<file path="src/design/rhsv_pkg.sv">
package rhsv_pkg;

  localparam int COMPONENT_BITS_DEF = 8;
  localparam int FRACTION_BITS_DEF  = 16;
  localparam int COMP_MAX_W         = 16;

  typedef logic [7:0]  comp_t;
  typedef logic [15:0] hue_t;
  typedef logic [15:0] sat_t;
  typedef logic [7:0]  bright_t;
  typedef logic [COMP_MAX_W-1:0] wcomp_t;

  // per-stage control: valid plus the two special cases
  typedef struct packed {
    logic valid;
    logic black;  // max is zero
    logic grey;   // max equals min
  } ctl_t;

  function automatic wcomp_t max3(wcomp_t a, wcomp_t b, wcomp_t c);
    wcomp_t m;
    m = (a > b) ? a : b;
    return (m > c) ? m : c;
  endfunction

  function automatic wcomp_t min3(wcomp_t a, wcomp_t b, wcomp_t c);
    wcomp_t m;
    m = (a < b) ? a : b;
    return (m < c) ? m : c;
  endfunction

endpackage

</file>
<file path="src/design/rgb_to_hsv_converter.sv">
// RGB to HSV pixel converter, fully pipelined.
// Input channel: in_red/in_green/in_blue; a transaction is taken at a rising
// edge with start high and busy low. busy is always low, so one pixel can be
// taken every clock cycle.
// Result channel: out_hue, out_hue_undefined, out_saturation, out_brightness,
// qualified by out_valid for exactly one cycle. The receiver cannot stall;
// nothing here waits on it, results simply flow out in input order.
// Two prep stages (max/min, then delta and dividend setup) are followed by
// FRACTION_BITS restoring division stages, one quotient bit per stage,
// running the saturation and hue divisions side by side. Throughput: one
// pixel per cycle.
// Reset (rst_n low, synchronous) clears every stage valid bit; pixels in
// flight are dropped and no result appears until new transactions arrive.
// Black pixel: saturation 0, hue undefined. Grey pixel: hue undefined, hue 0.
module rgb_to_hsv_converter #(
  parameter int COMPONENT_BITS = rhsv_pkg::COMPONENT_BITS_DEF,
  parameter int FRACTION_BITS  = rhsv_pkg::FRACTION_BITS_DEF
) (
  input  logic              clk,
  input  logic              rst_n,
  input  logic              start,
  output logic              busy,
  input  rhsv_pkg::comp_t   in_red,
  input  rhsv_pkg::comp_t   in_green,
  input  rhsv_pkg::comp_t   in_blue,
  output logic              out_valid,
  output rhsv_pkg::hue_t    out_hue,
  output logic              out_hue_undefined,
  output rhsv_pkg::sat_t    out_saturation,
  output rhsv_pkg::bright_t out_brightness
);

  localparam int CB  = COMPONENT_BITS;
  localparam int FB  = FRACTION_BITS;
  localparam int HW  = CB + 3;
  localparam int LAT = FB + 2;

  // never back-pressures
  assign busy = 1'b0;

  // components at the internal width (upper bits dropped or zero-filled)
  logic [CB-1:0] in_r_c, in_g_c, in_b_c;
  assign in_r_c = CB'(in_red);
  assign in_g_c = CB'(in_green);
  assign in_b_c = CB'(in_blue);

  // stage taps: index 0 is the prep output, index FB the last divider step
  rhsv_pkg::ctl_t ctl_s     [0:FB];
  logic [CB-1:0]  mx_s      [0:FB];
  logic [CB-1:0]  sat_rem_s [0:FB];
  logic [FB-1:0]  sat_lo_s  [0:FB];
  logic [FB-1:0]  sat_q_s   [0:FB];
  logic [HW-1:0]  hue_rem_s [0:FB];
  logic [HW-1:0]  hue_den_s [0:FB];
  logic [FB-1:0]  hue_q_s   [0:FB];

  rhsv_prep #(
    .CB (CB),
    .FB (FB)
  ) u_prep (
    .clk       (clk),
    .rst_n     (rst_n),
    .valid_i   (start & ~busy),
    .red_i     (in_r_c),
    .green_i   (in_g_c),
    .blue_i    (in_b_c),
    .ctl_o     (ctl_s[0]),
    .mx_o      (mx_s[0]),
    .sat_rem_o (sat_rem_s[0]),
    .sat_lo_o  (sat_lo_s[0]),
    .hue_rem_o (hue_rem_s[0]),
    .hue_den_o (hue_den_s[0])
  );

  // quotients fill in from the LSB end; start-up contents shift out
  assign sat_q_s[0] = '0;
  assign hue_q_s[0] = '0;

  for (genvar k = 0; k < FB; k++) begin : g_div
    rhsv_div_stage #(
      .CB (CB),
      .FB (FB)
    ) u_stage (
      .clk       (clk),
      .rst_n     (rst_n),
      .ctl_i     (ctl_s[k]),
      .mx_i      (mx_s[k]),
      .sat_rem_i (sat_rem_s[k]),
      .sat_lo_i  (sat_lo_s[k]),
      .sat_q_i   (sat_q_s[k]),
      .hue_rem_i (hue_rem_s[k]),
      .hue_den_i (hue_den_s[k]),
      .hue_q_i   (hue_q_s[k]),
      .ctl_o     (ctl_s[k+1]),
      .mx_o      (mx_s[k+1]),
      .sat_rem_o (sat_rem_s[k+1]),
      .sat_lo_o  (sat_lo_s[k+1]),
      .sat_q_o   (sat_q_s[k+1]),
      .hue_rem_o (hue_rem_s[k+1]),
      .hue_den_o (hue_den_s[k+1]),
      .hue_q_o   (hue_q_s[k+1])
    );
  end

  // final override of the special cases; the remainders are unused here
  assign out_valid         = ctl_s[FB].valid;
  assign out_hue_undefined = ctl_s[FB].grey;
  assign out_hue           = ctl_s[FB].grey  ? '0 : rhsv_pkg::hue_t'(hue_q_s[FB]);
  assign out_saturation    = ctl_s[FB].black ? '0 : rhsv_pkg::sat_t'(sat_q_s[FB]);
  assign out_brightness    = rhsv_pkg::bright_t'(mx_s[FB]);

  // reference values for checking, taken from the input side
  logic [CB-1:0] chk_max;
  assign chk_max = CB'(rhsv_pkg::max3(rhsv_pkg::wcomp_t'(in_r_c), rhsv_pkg::wcomp_t'(in_g_c),
                                      rhsv_pkg::wcomp_t'(in_b_c)));

  a_latency_fwd: assert property (@(posedge clk) disable iff (!rst_n)
    (start && !busy) |-> ##LAT out_valid)
    else $error("accepted pixel did not come out after the pipeline latency");

  a_latency_back: assert property (@(posedge clk) disable iff (!rst_n)
    out_valid |-> $past(start, LAT))
    else $error("result strobe without a matching accepted pixel");

  a_brightness: assert property (@(posedge clk) disable iff (!rst_n)
    out_valid |-> (out_brightness == rhsv_pkg::bright_t'($past(chk_max, LAT))))
    else $error("brightness does not match the max of the pixel taken");

  a_grey_flag: assert property (@(posedge clk) disable iff (!rst_n)
    out_valid |-> (out_hue_undefined ==
                   (($past(in_r_c, LAT) == $past(in_g_c, LAT)) &&
                    ($past(in_g_c, LAT) == $past(in_b_c, LAT)))))
    else $error("hue undefined flag does not match a grey pixel");

endmodule

</file>
<file path="src/design/rhsv_prep.sv">
module rhsv_prep #(
  parameter int CB = rhsv_pkg::COMPONENT_BITS_DEF,
  parameter int FB = rhsv_pkg::FRACTION_BITS_DEF
) (
  input  logic             clk,
  input  logic             rst_n,
  input  logic             valid_i,
  input  logic [CB-1:0]    red_i,
  input  logic [CB-1:0]    green_i,
  input  logic [CB-1:0]    blue_i,
  output rhsv_pkg::ctl_t   ctl_o,
  output logic [CB-1:0]    mx_o,
  output logic [CB-1:0]    sat_rem_o,
  output logic [FB-1:0]    sat_lo_o,
  output logic [CB+2:0]    hue_rem_o,
  output logic [CB+2:0]    hue_den_o
);

  localparam int HW = CB + 3;
  localparam int NW = CB + FB;

  // stage 1: max / min
  logic          v1_r;
  logic [CB-1:0] r1_r, g1_r, b1_r, mx1_r, mn1_r;
  logic [CB-1:0] mx1_nxt, mn1_nxt;

  always_comb begin
    mx1_nxt = CB'(rhsv_pkg::max3(rhsv_pkg::wcomp_t'(red_i), rhsv_pkg::wcomp_t'(green_i),
                                 rhsv_pkg::wcomp_t'(blue_i)));
    mn1_nxt = CB'(rhsv_pkg::min3(rhsv_pkg::wcomp_t'(red_i), rhsv_pkg::wcomp_t'(green_i),
                                 rhsv_pkg::wcomp_t'(blue_i)));
  end

  always_ff @(posedge clk) begin
    if (!rst_n) begin
      v1_r <= 1'b0;
    end else begin
      v1_r <= valid_i;
    end
  end

  always_ff @(posedge clk) begin
    r1_r  <= red_i;
    g1_r  <= green_i;
    b1_r  <= blue_i;
    mx1_r <= mx1_nxt;
    mn1_r <= mn1_nxt;
  end

  // stage 2: delta, sector offset, dividend setup
  logic [CB-1:0] delta;
  logic [HW-1:0] d_w, base, h6_nxt, d6_nxt, x_w, y_w;
  logic [NW-1:0] sat_num;
  rhsv_pkg::ctl_t ctl_nxt;

  always_comb begin
    delta = mx1_r - mn1_r;
    d_w   = HW'(delta);
    d6_nxt = (d_w << 2) + (d_w << 1);
    // h6 = sector*delta + x - y, always in [0, 6*delta), so mod 2^HW is exact
    if (r1_r == mx1_r) begin
      x_w  = HW'(g1_r);
      y_w  = HW'(b1_r);
      base = (g1_r >= b1_r) ? '0 : d6_nxt;
    end else if (g1_r == mx1_r) begin
      x_w  = HW'(b1_r);
      y_w  = HW'(r1_r);
      base = d_w << 1;
    end else begin
      x_w  = HW'(r1_r);
      y_w  = HW'(g1_r);
      base = d_w << 2;
    end
    h6_nxt  = base + x_w - y_w;
    // delta * (2^FB - 1)
    sat_num = (NW'(delta) << FB) - NW'(delta);
    ctl_nxt.valid = v1_r;
    ctl_nxt.black = (mx1_r == '0);
    ctl_nxt.grey  = (delta == '0);
  end

  rhsv_pkg::ctl_t ctl_r;
  logic [CB-1:0]  mx_r, sat_rem_r;
  logic [FB-1:0]  sat_lo_r;
  logic [HW-1:0]  hue_rem_r, hue_den_r;

  always_ff @(posedge clk) begin
    if (!rst_n) begin
      ctl_r <= '0;
    end else begin
      ctl_r <= ctl_nxt;
    end
  end

  always_ff @(posedge clk) begin
    mx_r      <= mx1_r;
    sat_rem_r <= sat_num[NW-1:FB];
    sat_lo_r  <= sat_num[FB-1:0];
    hue_rem_r <= h6_nxt;
    hue_den_r <= d6_nxt;
  end

  assign ctl_o     = ctl_r;
  assign mx_o      = mx_r;
  assign sat_rem_o = sat_rem_r;
  assign sat_lo_o  = sat_lo_r;
  assign hue_rem_o = hue_rem_r;
  assign hue_den_o = hue_den_r;

endmodule

</file>
<file path="src/design/rhsv_div_stage.sv">
module rhsv_div_stage #(
  parameter int CB = rhsv_pkg::COMPONENT_BITS_DEF,
  parameter int FB = rhsv_pkg::FRACTION_BITS_DEF
) (
  input  logic           clk,
  input  logic           rst_n,
  input  rhsv_pkg::ctl_t ctl_i,
  input  logic [CB-1:0]  mx_i,
  input  logic [CB-1:0]  sat_rem_i,
  input  logic [FB-1:0]  sat_lo_i,
  input  logic [FB-1:0]  sat_q_i,
  input  logic [CB+2:0]  hue_rem_i,
  input  logic [CB+2:0]  hue_den_i,
  input  logic [FB-1:0]  hue_q_i,
  output rhsv_pkg::ctl_t ctl_o,
  output logic [CB-1:0]  mx_o,
  output logic [CB-1:0]  sat_rem_o,
  output logic [FB-1:0]  sat_lo_o,
  output logic [FB-1:0]  sat_q_o,
  output logic [CB+2:0]  hue_rem_o,
  output logic [CB+2:0]  hue_den_o,
  output logic [FB-1:0]  hue_q_o
);

  localparam int HW = CB + 3;

  // one restoring step for each divider; sat divides by max
  logic [CB:0]   sat_try, sat_dif;
  logic [HW:0]   hue_try, hue_dif;
  logic          sat_ge, hue_ge;
  logic [CB-1:0] sat_rem_nxt;
  logic [HW-1:0] hue_rem_nxt;

  always_comb begin
    sat_try = {sat_rem_i, sat_lo_i[FB-1]};
    sat_dif = sat_try - {1'b0, mx_i};
    sat_ge  = (sat_try >= {1'b0, mx_i});
    sat_rem_nxt = sat_ge ? sat_dif[CB-1:0] : sat_try[CB-1:0];
    hue_try = {hue_rem_i, 1'b0};
    hue_dif = hue_try - {1'b0, hue_den_i};
    hue_ge  = (hue_try >= {1'b0, hue_den_i});
    hue_rem_nxt = hue_ge ? hue_dif[HW-1:0] : hue_try[HW-1:0];
  end

  rhsv_pkg::ctl_t ctl_r;
  logic [CB-1:0]  mx_r, sat_rem_r;
  logic [FB-1:0]  sat_lo_r, sat_q_r, hue_q_r;
  logic [HW-1:0]  hue_rem_r, hue_den_r;

  always_ff @(posedge clk) begin
    if (!rst_n) begin
      ctl_r <= '0;
    end else begin
      ctl_r <= ctl_i;
    end
  end

  always_ff @(posedge clk) begin
    mx_r      <= mx_i;
    sat_rem_r <= sat_rem_nxt;
    sat_lo_r  <= {sat_lo_i[FB-2:0], 1'b0};
    sat_q_r   <= {sat_q_i[FB-2:0], sat_ge};
    hue_rem_r <= hue_rem_nxt;
    hue_den_r <= hue_den_i;
    hue_q_r   <= {hue_q_i[FB-2:0], hue_ge};
  end

  assign ctl_o     = ctl_r;
  assign mx_o      = mx_r;
  assign sat_rem_o = sat_rem_r;
  assign sat_lo_o  = sat_lo_r;
  assign sat_q_o   = sat_q_r;
  assign hue_rem_o = hue_rem_r;
  assign hue_den_o = hue_den_r;
  assign hue_q_o   = hue_q_r;

endmodule
</file>
<file path="config.mk">
export PLATFORM = sky130hd
export DESIGN_NAME = rgb_to_hsv_converter
export DESIGN_NICKNAME = d
export VERILOG_FILES = /design/src/design/rhsv_pkg.sv /design/src/design/rgb_to_hsv_converter.sv /design/src/design/rhsv_prep.sv /design/src/design/rhsv_div_stage.sv
export SDC_FILE = /design/constraint.sdc
export NUM_CORES = 2
export LEC_CHECK = 0
export BUFFER_PORTS_ARGS = -buffer_cell sky130_fd_sc_hd__buf_2
export CORE_MARGIN = 2
export CORE_UTILIZATION = 35
export CTS_BUF_LIST = sky130_fd_sc_hd__clkbuf_2 sky130_fd_sc_hd__clkbuf_4 sky130_fd_sc_hd__clkbuf_8
export DETAILED_ROUTE_END_ITERATION = 6
export GPL_ROUTABILITY_DRIVEN = 0
export SLEW_MARGIN = 20
export SYNTH_ARGS = -nofsm -noshare
export SYNTH_HDL_FRONTEND = slang
export SYNTH_HIERARCHICAL = 1
export SYNTH_SLANG_ARGS = --single-unit
export TNS_END_PERCENT = 50
</file>
<file path="constraint.sdc">
create_clock -name clk -period 8.7 [get_ports clk]
set_input_delay 0.435 -clock clk [delete_from_list [all_inputs] [get_ports clk]]
set_output_delay 0.435 -clock clk [all_outputs]
set_load 0.005 [all_outputs]
</file>
==> flow_summary.yaml <==
yosys:
  ys_warn_count: 6
  syn_area_um2: 44300
  synth_fp_nets: 4581
  netlist_instances: 4142
  avgSynthCellArea_um2: 10.7
worst_setup_path:
  crit_path_end: "u_prep/hue_rem_o[10]"
  path_class: "reg2reg"
  cp-end-kind: "flop"
  worstPathRequired_ps: 9510
  rr_startpoint: "u_prep/mx1_r[5]"
  critPathLaunch: "u_prep/mx1_r[5]"
  r2r_cells: 19
  rrSetupSlack_ps: 3270
  critPathArrivalTime_ps: 6240
  startpoint_type: "flop"
  r2r-end: "u_prep/hue_rem_o[10]"
  cp_max_fo: 9
route:
  drc_errors: 0
  wl_per_cell_um: 12.5
  dr.pass1.iters: 7
  vias: 28000
  drtIter0Drc: 1211
  vias_per_cell: 4.55
  ant_nets: 0
  wirelength_mm: 77.1
sta:
  report.final.slew_viol_count: 0
  setup_viol: 0
  finalCritPeriodShare: 0.624
  clock_skew_ps: 71.8
  slew_headroom: 0.357
  grt_setup_unrepaired: "false"
  tns_ps: 0
  hold_viol: 0
  fmax_mhz: 184
  min_period_ps: 5430
  tightest_slew_ps: 963
clock_network:
  postCtsHoldBufs: 25
  post-cts-setup-buffers: 0
  htreeDepth: 4
  insertion_delay_ps: 870
  cts_sinks: 1112
  tritoncts: "built"
  cts_buffer_depth: 3
  clk_pin_slew_ps: 60
  cts_buffers: 182
  clock_tree.root_cell: "clkbuf_8"
  cts.repair.resized: 0
floorplanning:
  std_cell_rows: 130
  start_util: 0.353
  die_y_um: 360
  dieArea_um2: 129000
  io_pins: 70
  dieWidth_um: 360
  core_area_um2: 126000
finish:
  multi_input_area_um2: 19900
  area_growth_pct: 14.5
  seqCellArea_um2: 22300
  nNetsFinal: 4808
  fill_cells: 12000
  layout-drive-gt1-share: 0.157
job:
  cap_violations: 0
run_status:
  outcome: "finished clean"
place:
  place_hpwl_mm: 56.8
  portBuffers: 68
grt:
  grt_pass1_wl_mm: 128
  antenna_found_initial: 2
  grt_max_degree: 53
  grt_pass1_vias: 28100
  grt-ovfl-total: 0
  grt_util_all_layers: 0.118
min_path:
  hold_class: "in2reg"
[routing by layer]
metal | track usage | vias up | wire [um]
li1 | - | 14500 | -
met1 | 0.129 | 12800 | 33300
met2 | 0.213 | 443 | 38200
met3 | 0.0290 | 196 | 2980
met4 | 0.0553 | 0 | 2610
met5 | 0 | - | 0
[registers in the layout, indices dropped and copies added, names as in the netlist, 15 cells and up]
name                     count
g_div.u_stage/sat_lo_o     120
g_div.u_stage/sat_q_o      136
g_div.u_stage/mx_o         128
g_div.u_stage/ctl_o         48
g_div.u_stage/hue_den_o    165
g_div.u_stage/hue_rem_o    165
g_div.u_stage/sat_rem_o    120
u_prep/sat_lo_o             15
g_div.u_stage/hue_q_o      136
[stage by stage]
stage | setup slack [ps] | std cells | hold WS (ps) | utilization | cell area (um2)
finish | 3270 | 6157 | 242 | 0.404 | 50700
global route | 2910 | 6157 | 153 | 0.404 | 50700
CTS | 3260 | 6155 | 121 | 0.404 | 50700
detailed placement | 3230 | 5810 | 312 | 0.369 | 46300
global placement | 3410 | 5810 | 311 | 0.369 | 46300
floorplan | 3860 | 4142 | 310 | - | 44300
[area by class of cell]
cell class,count,area share
multi-input combinational,2498,0.392
inverter,479,0.0355
clock inverter,49,0.0131
timing repair buffer,96,0.0121
tap,1650,0.0407
antenna,2,0.0000987
sequential,1112,0.439
clock buffer,271,0.0677
[worst min path at each step]
| stage | startpoint | to | slack [ps] | cells past startpoint |
|---|---|---|---|---|
| 3_3_place_gp | g_div[14].u_stage/sat_q_o[0] | g_div[15].u_stage/sat_q_o[1] | 310 | 0 |
| 5_1_grt | in_blue[5] | u_prep/b1_r[5] | 150 | 2 |
| 2_1_floorplan | u_prep/sat_lo_o[9] | g_div[0].u_stage/sat_lo_o[10] | 310 | 0 |
| 3_5_place_dp | u_prep/sat_lo_o[7] | g_div[0].u_stage/sat_lo_o[8] | 310 | 0 |
| 6_report | in_blue[6] | u_prep/b1_r[6] | 240 | 2 |
| 4_1_cts | in_green[5] | u_prep/g1_r[5] | 120 | 2 |
[worst max-delay path: stages, from the launching register on]
cell and delay [ps]:
dfxtp_1 460, ha_1 390, or3_1 450, o32ai_2 220, or2_0 420, inv_2 130, ha_1 350, a21oi_1 230
a21boi_0 260, xnor2_1 170, a22oi_1 160, fa_1 560, inv_1 40, ha_1 340, a21oi_1 160, o21ai_0 150
a31o_2 330, or3_1 310, a21oi_1 150, nand3b_1 110
[placed cells by master (no fill, tap or decap), drive strengths merged, types with 38 or more instances in the layout]
cell,instances
dfxtp,1112
inv,490
ha,371
a21oi,318
nor2,294
clkbuf,271
o21ai,219
mux2,179
xnor2,139
nand2b,98
nand2,96
buf,71
and2,66
a21o,63
a21boi,62
nor2b,52
o21a,49
xor2,47
a31o,47
fa,41
a211oi,38
Power is not shown: default switching activity piles up to over one toggle a cycle in this logic, so the estimate is an artifact.
